**src/design/rfpc_pkg.sv**
```systemverilog
// Shared definitions for the ring FIFO with peek and checksum.
// Holds parameter defaults, field widths, operation and status codes and the FSM type.
// No dependencies.
package rfpc_pkg;

    localparam int DEPTH_DEF     = 16;
    localparam int WORD_BITS_DEF = 8;

    localparam int FUNC_W  = 3;
    localparam int DATA_W  = 8;
    localparam int POS_W   = 4;
    localparam int AMT_W   = 5;
    localparam int STAT_W  = 2;
    localparam int SUM_W   = 16;
    localparam int FILL_W  = 5;

    localparam logic [FUNC_W-1:0] FUNC_PUSH  = 3'd0;
    localparam logic [FUNC_W-1:0] FUNC_POP   = 3'd1;
    localparam logic [FUNC_W-1:0] FUNC_PEEK  = 3'd2;
    localparam logic [FUNC_W-1:0] FUNC_CSUM  = 3'd3;
    localparam logic [FUNC_W-1:0] FUNC_CLEAR = 3'd4;

    localparam logic [STAT_W-1:0] STAT_OK        = 2'd0;
    localparam logic [STAT_W-1:0] STAT_OVERFLOW  = 2'd1;
    localparam logic [STAT_W-1:0] STAT_UNDERFLOW = 2'd2;

    typedef enum logic [1:0] {
        ST_IDLE,
        ST_READ,
        ST_SUM
    } t_state;

endpackage

```
**src/design/rfpc_ram.sv**
```systemverilog
// Generic single-write, single-read RAM with a registered read port.
// Width and depth are parameters. Depends on rfpc_pkg for its defaults.
module rfpc_ram
    import rfpc_pkg::*;
#(
    parameter int WIDTH = WORD_BITS_DEF,
    parameter int DEPTH = DEPTH_DEF
) (
    input  logic                     i_clk,
    input  logic                     i_we,
    input  logic [$clog2(DEPTH)-1:0] i_waddr,
    input  logic [WIDTH-1:0]         i_wdata,
    input  logic                     i_re,
    input  logic [$clog2(DEPTH)-1:0] i_raddr,
    output logic [WIDTH-1:0]         o_rdata
);

    logic [WIDTH-1:0] r_mem [DEPTH];
    logic [WIDTH-1:0] r_rdata;

    always_ff @(posedge i_clk) begin
        if (i_we) begin
            r_mem[i_waddr] <= i_wdata;
        end
        if (i_re) begin
            r_rdata <= r_mem[i_raddr];
        end
    end

    assign o_rdata = r_rdata;

endmodule

```
**src/design/ring_fifo_peek_checksum.sv**
```systemverilog
// Top level of the ring FIFO with push, pop, peek, checksum and clear operations.
// Depends on rfpc_pkg and instantiates rfpc_ram for the element store.
//
// Usage: an operation word (i_func, i_push_data, i_position, i_amount) is taken at a
// rising edge where start is high and busy is low. Exactly one result word follows
// on o_read_data, o_status, o_sum and o_fill_level, valid for the single cycle in
// which o_done is high. The receiver cannot stall; it must take the word then.
//
// Throughput: push, clear, unused codes and every error case finish without leaving
// ST_IDLE; the result shows in the cycle after the accept and busy stays low, so a
// new word may be issued every cycle. Pop and a valid peek pass through ST_READ,
// since the element RAM has a registered read port, and their result is registered
// after it. A valid checksum walks its N elements in ST_SUM, since the single RAM
// read port delivers one element per cycle into the running sum. While busy is high,
// start is ignored.
// Reset (synchronous, active low) empties the FIFO by clearing the pointers and the
// fill count. The element RAM is not cleared and needs no clearing pass, because
// only entries that were written can ever be read.
module ring_fifo_peek_checksum
    import rfpc_pkg::*;
#(
    parameter int DEPTH     = DEPTH_DEF,
    parameter int WORD_BITS = WORD_BITS_DEF
) (
    input  logic              i_clk,
    input  logic              i_rst_n,
    input  logic              start,
    output logic              busy,
    input  logic [FUNC_W-1:0] i_func,
    input  logic [DATA_W-1:0] i_push_data,
    input  logic [POS_W-1:0]  i_position,
    input  logic [AMT_W-1:0]  i_amount,
    output logic              o_done,
    output logic [DATA_W-1:0] o_read_data,
    output logic [STAT_W-1:0] o_status,
    output logic [SUM_W-1:0]  o_sum,
    output logic [FILL_W-1:0] o_fill_level
);

    // Pointer width, fill count width, and a compare width that holds both the
    // fill count and the sum of position and amount.
    localparam int PW = $clog2(DEPTH);
    localparam int OW = $clog2(DEPTH + 1);
    localparam int CW = (OW > 6) ? OW : 6;

    localparam logic [PW:0]   DEPTH_P = (PW + 1)'(DEPTH);
    localparam logic [OW-1:0] DEPTH_O = OW'(DEPTH);

    // Adds an offset to a pointer modulo DEPTH. Callers guarantee the raw sum stays
    // below twice the depth, so one conditional subtract is enough.
    function automatic logic [PW-1:0] wrap_add(input logic [PW-1:0] base,
                                               input logic [PW:0] offset);
        logic [PW:0] s;
        s = {1'b0, base} + offset;
        if (s >= DEPTH_P) begin
            s = s - DEPTH_P;
        end
        return s[PW-1:0];
    endfunction

    t_state r_state, n_state;

    logic [PW-1:0]  r_wp, n_wp;
    logic [PW-1:0]  r_rp, n_rp;
    logic [OW-1:0]  r_occ, n_occ;

    // Checksum walk: next address to read, reads still owed, running sum.
    logic [PW-1:0]    r_addr, n_addr;
    logic [AMT_W-1:0] r_left, n_left;
    logic [SUM_W-1:0] r_acc, n_acc;

    logic              r_done, n_done;
    logic [DATA_W-1:0] r_read_data, n_read_data;
    logic [STAT_W-1:0] r_status, n_status;
    logic [SUM_W-1:0]  r_sum, n_sum;
    logic [FILL_W-1:0] r_fill, n_fill;

    logic                 ram_we;
    logic [PW-1:0]        ram_waddr;
    logic                 ram_re;
    logic [PW-1:0]        ram_raddr;
    logic [WORD_BITS-1:0] ram_rdata;
    logic [63:0]          rdata_ext;

    logic          accept;
    logic [CW-1:0] pos_c, amt_c, occ_c, clr_c;
    logic          peek_ok, csum_ok;

    assign busy   = (r_state != ST_IDLE);
    assign accept = start && !busy;

    assign pos_c   = CW'(i_position);
    assign amt_c   = CW'(i_amount);
    assign occ_c   = CW'(r_occ);
    assign clr_c   = (amt_c > occ_c) ? occ_c : amt_c;
    assign peek_ok = (pos_c < occ_c);
    assign csum_ok = ((pos_c + amt_c) <= occ_c);

    assign rdata_ext = 64'(ram_rdata);

    rfpc_ram #(
        .WIDTH(WORD_BITS),
        .DEPTH(DEPTH)
    ) u_store (
        .i_clk  (i_clk),
        .i_we   (ram_we),
        .i_waddr(ram_waddr),
        .i_wdata(WORD_BITS'(i_push_data)),
        .i_re   (ram_re),
        .i_raddr(ram_raddr),
        .o_rdata(ram_rdata)
    );

    // Next state.
    always_comb begin
        n_state = r_state;
        case (r_state)
            ST_IDLE: begin
                if (accept) begin
                    case (i_func)
                        FUNC_POP: begin
                            if (r_occ != '0) begin
                                n_state = ST_READ;
                            end
                        end
                        FUNC_PEEK: begin
                            if (peek_ok) begin
                                n_state = ST_READ;
                            end
                        end
                        FUNC_CSUM: begin
                            if (csum_ok && (i_amount != '0)) begin
                                n_state = ST_SUM;
                            end
                        end
                        default: begin
                            n_state = ST_IDLE;
                        end
                    endcase
                end
            end
            ST_READ: begin
                n_state = ST_IDLE;
            end
            ST_SUM: begin
                if (r_left == AMT_W'(1)) begin
                    n_state = ST_IDLE;
                end
            end
            default: begin
                n_state = ST_IDLE;
            end
        endcase
    end

    // Datapath, RAM control and result word.
    always_comb begin
        n_wp        = r_wp;
        n_rp        = r_rp;
        n_occ       = r_occ;
        n_addr      = r_addr;
        n_left      = r_left;
        n_acc       = r_acc;
        n_done      = 1'b0;
        n_read_data = r_read_data;
        n_status    = r_status;
        n_sum       = r_sum;
        n_fill      = r_fill;
        ram_we      = 1'b0;
        ram_waddr   = r_wp;
        ram_re      = 1'b0;
        ram_raddr   = r_rp;

        case (r_state)
            ST_IDLE: begin
                if (accept) begin
                    // Results that need no RAM data go out right away.
                    n_read_data = '0;
                    n_sum       = '0;
                    n_status    = STAT_OK;
                    case (i_func)
                        FUNC_PUSH: begin
                            if (r_occ == DEPTH_O) begin
                                n_status = STAT_OVERFLOW;
                            end else begin
                                ram_we = 1'b1;
                                n_wp   = wrap_add(r_wp, (PW + 1)'(1));
                                n_occ  = r_occ + OW'(1);
                            end
                            n_done = 1'b1;
                        end
                        FUNC_POP: begin
                            if (r_occ == '0) begin
                                n_status = STAT_UNDERFLOW;
                                n_done   = 1'b1;
                            end else begin
                                ram_re = 1'b1;
                                n_rp   = wrap_add(r_rp, (PW + 1)'(1));
                                n_occ  = r_occ - OW'(1);
                            end
                        end
                        FUNC_PEEK: begin
                            if (peek_ok) begin
                                ram_re    = 1'b1;
                                ram_raddr = wrap_add(r_rp, (PW + 1)'(i_position));
                            end else begin
                                n_status = STAT_UNDERFLOW;
                                n_done   = 1'b1;
                            end
                        end
                        FUNC_CSUM: begin
                            if (!csum_ok) begin
                                n_status = STAT_UNDERFLOW;
                                n_done   = 1'b1;
                            end else if (i_amount == '0) begin
                                n_done = 1'b1;
                            end else begin
                                ram_re    = 1'b1;
                                ram_raddr = wrap_add(r_rp, (PW + 1)'(i_position));
                                n_addr    = wrap_add(r_rp, (PW + 1)'(i_position) +
                                                           (PW + 1)'(1));
                                n_left    = i_amount;
                                n_acc     = '0;
                            end
                        end
                        FUNC_CLEAR: begin
                            n_rp   = wrap_add(r_rp, (PW + 1)'(clr_c));
                            n_occ  = r_occ - OW'(clr_c);
                            n_done = 1'b1;
                        end
                        default: begin
                            n_done = 1'b1;
                        end
                    endcase
                    n_fill = FILL_W'(n_occ);
                end
            end
            ST_READ: begin
                n_done      = 1'b1;
                n_read_data = rdata_ext[DATA_W-1:0];
                n_status    = STAT_OK;
                n_sum       = '0;
                n_fill      = FILL_W'(r_occ);
            end
            ST_SUM: begin
                // The word read last cycle is folded in; the next read overlaps it.
                n_acc = r_acc + rdata_ext[SUM_W-1:0];
                if (r_left == AMT_W'(1)) begin
                    n_done      = 1'b1;
                    n_read_data = '0;
                    n_status    = STAT_OK;
                    n_sum       = n_acc;
                    n_fill      = FILL_W'(r_occ);
                end else begin
                    ram_re    = 1'b1;
                    ram_raddr = r_addr;
                    n_addr    = wrap_add(r_addr, (PW + 1)'(1));
                    n_left    = r_left - AMT_W'(1);
                end
            end
            default: begin
                n_done = 1'b0;
            end
        endcase
    end

    always_ff @(posedge i_clk) begin
        if (!i_rst_n) begin
            r_state <= ST_IDLE;
            r_wp    <= '0;
            r_rp    <= '0;
            r_occ   <= '0;
            r_done  <= 1'b0;
        end else begin
            r_state <= n_state;
            r_wp    <= n_wp;
            r_rp    <= n_rp;
            r_occ   <= n_occ;
            r_done  <= n_done;
        end
    end

    always_ff @(posedge i_clk) begin
        r_addr      <= n_addr;
        r_left      <= n_left;
        r_acc       <= n_acc;
        r_read_data <= n_read_data;
        r_status    <= n_status;
        r_sum       <= n_sum;
        r_fill      <= n_fill;
    end

    assign o_done       = r_done;
    assign o_read_data  = r_read_data;
    assign o_status     = r_status;
    assign o_sum        = r_sum;
    assign o_fill_level = r_fill;

endmodule

```
**config.mk**
```make
export PLATFORM = sky130hd
export DESIGN_NAME = ring_fifo_peek_checksum
export DESIGN_NICKNAME = d
export VERILOG_FILES = /design/src/design/rfpc_pkg.sv /design/src/design/rfpc_ram.sv /design/src/design/ring_fifo_peek_checksum.sv
export SDC_FILE = /design/constraint.sdc
export NUM_CORES = 1
export LEC_CHECK = 0
export ABC_AREA = 1
export ABC_CLOCK_PERIOD_IN_PS = 5000
export CORE_UTILIZATION = 60
export DETAILED_ROUTE_END_ITERATION = 8
export DONT_BUFFER_PORTS = 1
export PLACE_DENSITY = 0.76
export SYNTH_ARGS = -nofsm -noshare
export SYNTH_HDL_FRONTEND = slang
export SYNTH_SLANG_ARGS = --single-unit
```
**constraint.sdc**
```tcl
create_clock -name i_clk -period 5 [get_ports i_clk]
set_clock_uncertainty 0.15 [all_clocks]
set_input_delay 0.5 -clock i_clk [delete_from_list [all_inputs] [get_ports i_clk]]
set_output_delay 0.5 -clock i_clk [all_outputs]
set_load 0.05 [all_outputs]
```
==> key figures <==
Run status
  – Status: completed

Floorplan
  – DIE AREA: 18400 um2
  – Initial core utilization: 0.617
  – Chip Width: 136 um
  – I/O Pins: 56
  – Die Span Y: 136 um
  – Core ar.: 17400 um2
  – Std-Cell Rows: 48

Yosys
  – Synth Cell Area: 10700 um2
  – Post-synth ARST share: 0
  – Fraction of the mapped netlist area in compound gates: 0.0688
  – Mapped Cells: 1098
  – Commonest cells post-synth: nand2_1, edfxtp_1, inv_1, nand3_1, nor2_1
  – Post-synthesis register bit count: 208
  – Synthesized area per cell: 9.76 um2
  – Largest family of logic cells by synthesized area: simple AND/OR/NAND/NOR gates
  – Adder-cell share of the synthesized area: 0.0684
  – Syn_nets: 1176
  – Simple-Gate Fraction of Synth Area: 0.207
  – Yosys warnings: 0
  – Post-synthesis sequential area ratio: 0.568
  – Synth top area share: 0.538
  – Leading area contributor after synthesis: edfxtp_1
  – Number of flops mapped to enable cells by yosys: 192
  – Post-Synth XOR/XNOR Area: 0.0147
  – Most used DFF post-synth: edfxtp_1
  – Mux share of post-synthesis cell area: 0
  – Synth top area cells: edfxtp_1, nand2_1, nand3_1, ha_1, inv_1
  – Synth cell types: 44
  – Most frequent cell after synthesis: nand2_1

Power
  – PnR Total Power: 0.00469 W
  – Pwr dens: 404 nW/um2
  – Leak: 4.75 nW
  – Worst vdd ir: 365 uV

Setup path
  – WP data arrival: 4.01 ns
  – Maximum net fanout on the critical path: 10
  – Worst path required time: 5.10 ns
  – Worst R2R Path Depth: 15
  – Crit path kind: reg2reg
  – Critical Path Source Type: flop
  – CP Capture Type: flop

Clock tree
  – # hold bufs at CTS: 9
  – Reg clk slew, reported paths: 0.06 ns
  – Post-CTS setup buffer count: 0
  – H-tree Lvls: 1
  – Total CTS buffers: 22
  – Clk_lat worst skew: 0.51 ns
  – TritonCTS clock tree: done
  – Post-CTS Resized: 0
  – Clock Tree Buf Depth: 3
  – Root buffer cell: clkbuf_16
  – Clock Sinks: 208

Final layout
  – Layout cells sized above 1: 0.0590
  – Fillers: 1350
  – Diodes inserted: 0
  – Nets: 1183
  – Final design utilization: 0.669
  – Area growth syn-to-layout: 8.37%

Detailed routing
  – DRC: 0
  – Per-cell routed wire length: 18.3 um
  – 1st-iter DRT viols: 874
  – First-pass detailed-route iteration total: 5
  – Via count: 7832
  – Wirelength, routed: 24600 um
  – Vias/cell: 5.83
  – Post-route ant nets: 0

Timing
  – Final hold violations: 0
  – RSZ-0062 raised after global routing: no
  – Final Max Slew Viols: 0
  – Slew HR: 0.321
  – Final setup viols: 0
  – Crit share post-route: 0.783
  – Post-route setup TNS: 0 ns
  – Fin crit period: 3.91 ns
  – Fmax: 256 MHz
  – Actual slew at the worst max-slew pin: 1.02 ns

Global route
  – Largest net degree at the start of global routing: 57
  – Grt ovf: 0
  – GRT Overall Usage: 0.274
  – First-pass GRT wire length: 38500 um
  – Initial antenna violation count: 0
  – Vias in the first global route: 7416

Hold path
  – WHS Path Cells: 2
  – Hold Crit Class: in2reg

Place
  – Dpl hpwl: 16700 um
  – GPL Wtd Cong: 0.933
  – Count of input and output buffers: 0

Job
  – MaxCap Viol Count: 0
[worst max-delay path: stages (launching register included)]
cell and delay [ns]:
dfxtp_1 0.47, inv_1 0.24, ha_1 0.35, nand2_1 0.06, o311ai_0 0.29, nand2_1 0.31
o21ai_0 0.31, ha_1 0.26, fa_1 0.22, nor2_1 0.05, a211oi_1 0.37, nand3_1 0.12
nand2_1 0.08, o221ai_1 0.09, a21oi_1 0.16, o21ai_0 0.09
[power breakdown]
group / switching, W / leakage (nW) / internal [W]
Sequential: 0.000205 / 1.91 / 0.00201
Combinational: 0.000708 / 2.53 / 0.000311
Clock: 0.000657 / 0.306 / 0.000806
[logic make-up after synthesis]
| logic type | after synthesis |
|---|---|
| flops | 208 |
| simple gates | 500 |
| buf+inv | 189 |
| fa+ha+maj | 55 |
| compound gates | 128 |
| xor+xnor | 18 |
[path summary, 6_finish.rpt]
path | start | endpoint | slack (ns)
worst max-delay path | r_occ[2] | o_fill_level[4] | 1.09
worst max register to register | r_occ[2] | o_fill_level[4] | 1.09
worst min-delay path | i_amount[1] | r_left[1] | 0.06
worst min register to register | r_state[1] | r_state[1] | 0.36
[final cells by class]
| cell class | count | area, um2 | share of cell area |
|---|---|---|---|
| multi-input cells | 701 | 3860 | 0.332 |
| inverters | 154 | 581 | 0.0500 |
| clock inverters | 12 | 75.1 | 0.00646 |
| flip-flops and latches | 208 | 6090 | 0.524 |
| repair buffers | 18 | 170 | 0.0147 |
| well taps | 225 | 282 | 0.0242 |
| clock buffers | 25 | 562 | 0.0484 |
[layout by cell type, fill, tap and decap left out, drive strengths merged, types with 8 or more instances in the layout]
master	instances
nand2	254
edfxtp	192
inv	153
nand3	136
nor2	62
o21ai	56
ha	49
a21oi	46
nand3b	26
clkbuf	25
dfxtp	16
xor2	11
nor3	11
clkinv	10
dlygate4sd3	9
buf	9
a211oi	8
[through the flow]
| step | instances | instance area [um2] | hold WS [ns] | worst slack (ns) |
|---|---|---|---|---|
| finish | 1343 | 11600 | 0.0575 | 1.09 |
| CTS | 1343 | 11600 | 0.0460 | 1.15 |
| floorplan | 1098 | 10700 | 0.324 | 1.32 |
| detailed placement | 1297 | 10900 | 0.353 | 1.07 |
| global route | 1343 | 11600 | 0.0790 | 0.877 |
| global placement | 1297 | 10900 | 0.354 | 1.12 |
[per-layer routing]
metal  GRT usage  up-vias  share of wire
li1            -     3726              -
met1       0.373     3662           0.42
met2       0.448      383           0.47
met3      0.0382       61          0.085
met4       0.101        0          0.030
met5           0        -              0
[registers in the layout, indices dropped and copies added, names as in the netlist, 5 cells and up]
| signal | flops |
|---|---|
| r_acc | 16 |
| r_left | 5 |
| o_read_data | 8 |
| o_fill_level | 5 |
| r_occ | 5 |
| o_sum | 16 |
| u_store.r_mem | 128 |
| u_store.o_rdata | 8 |
Power figures use the tool's default switching activity.
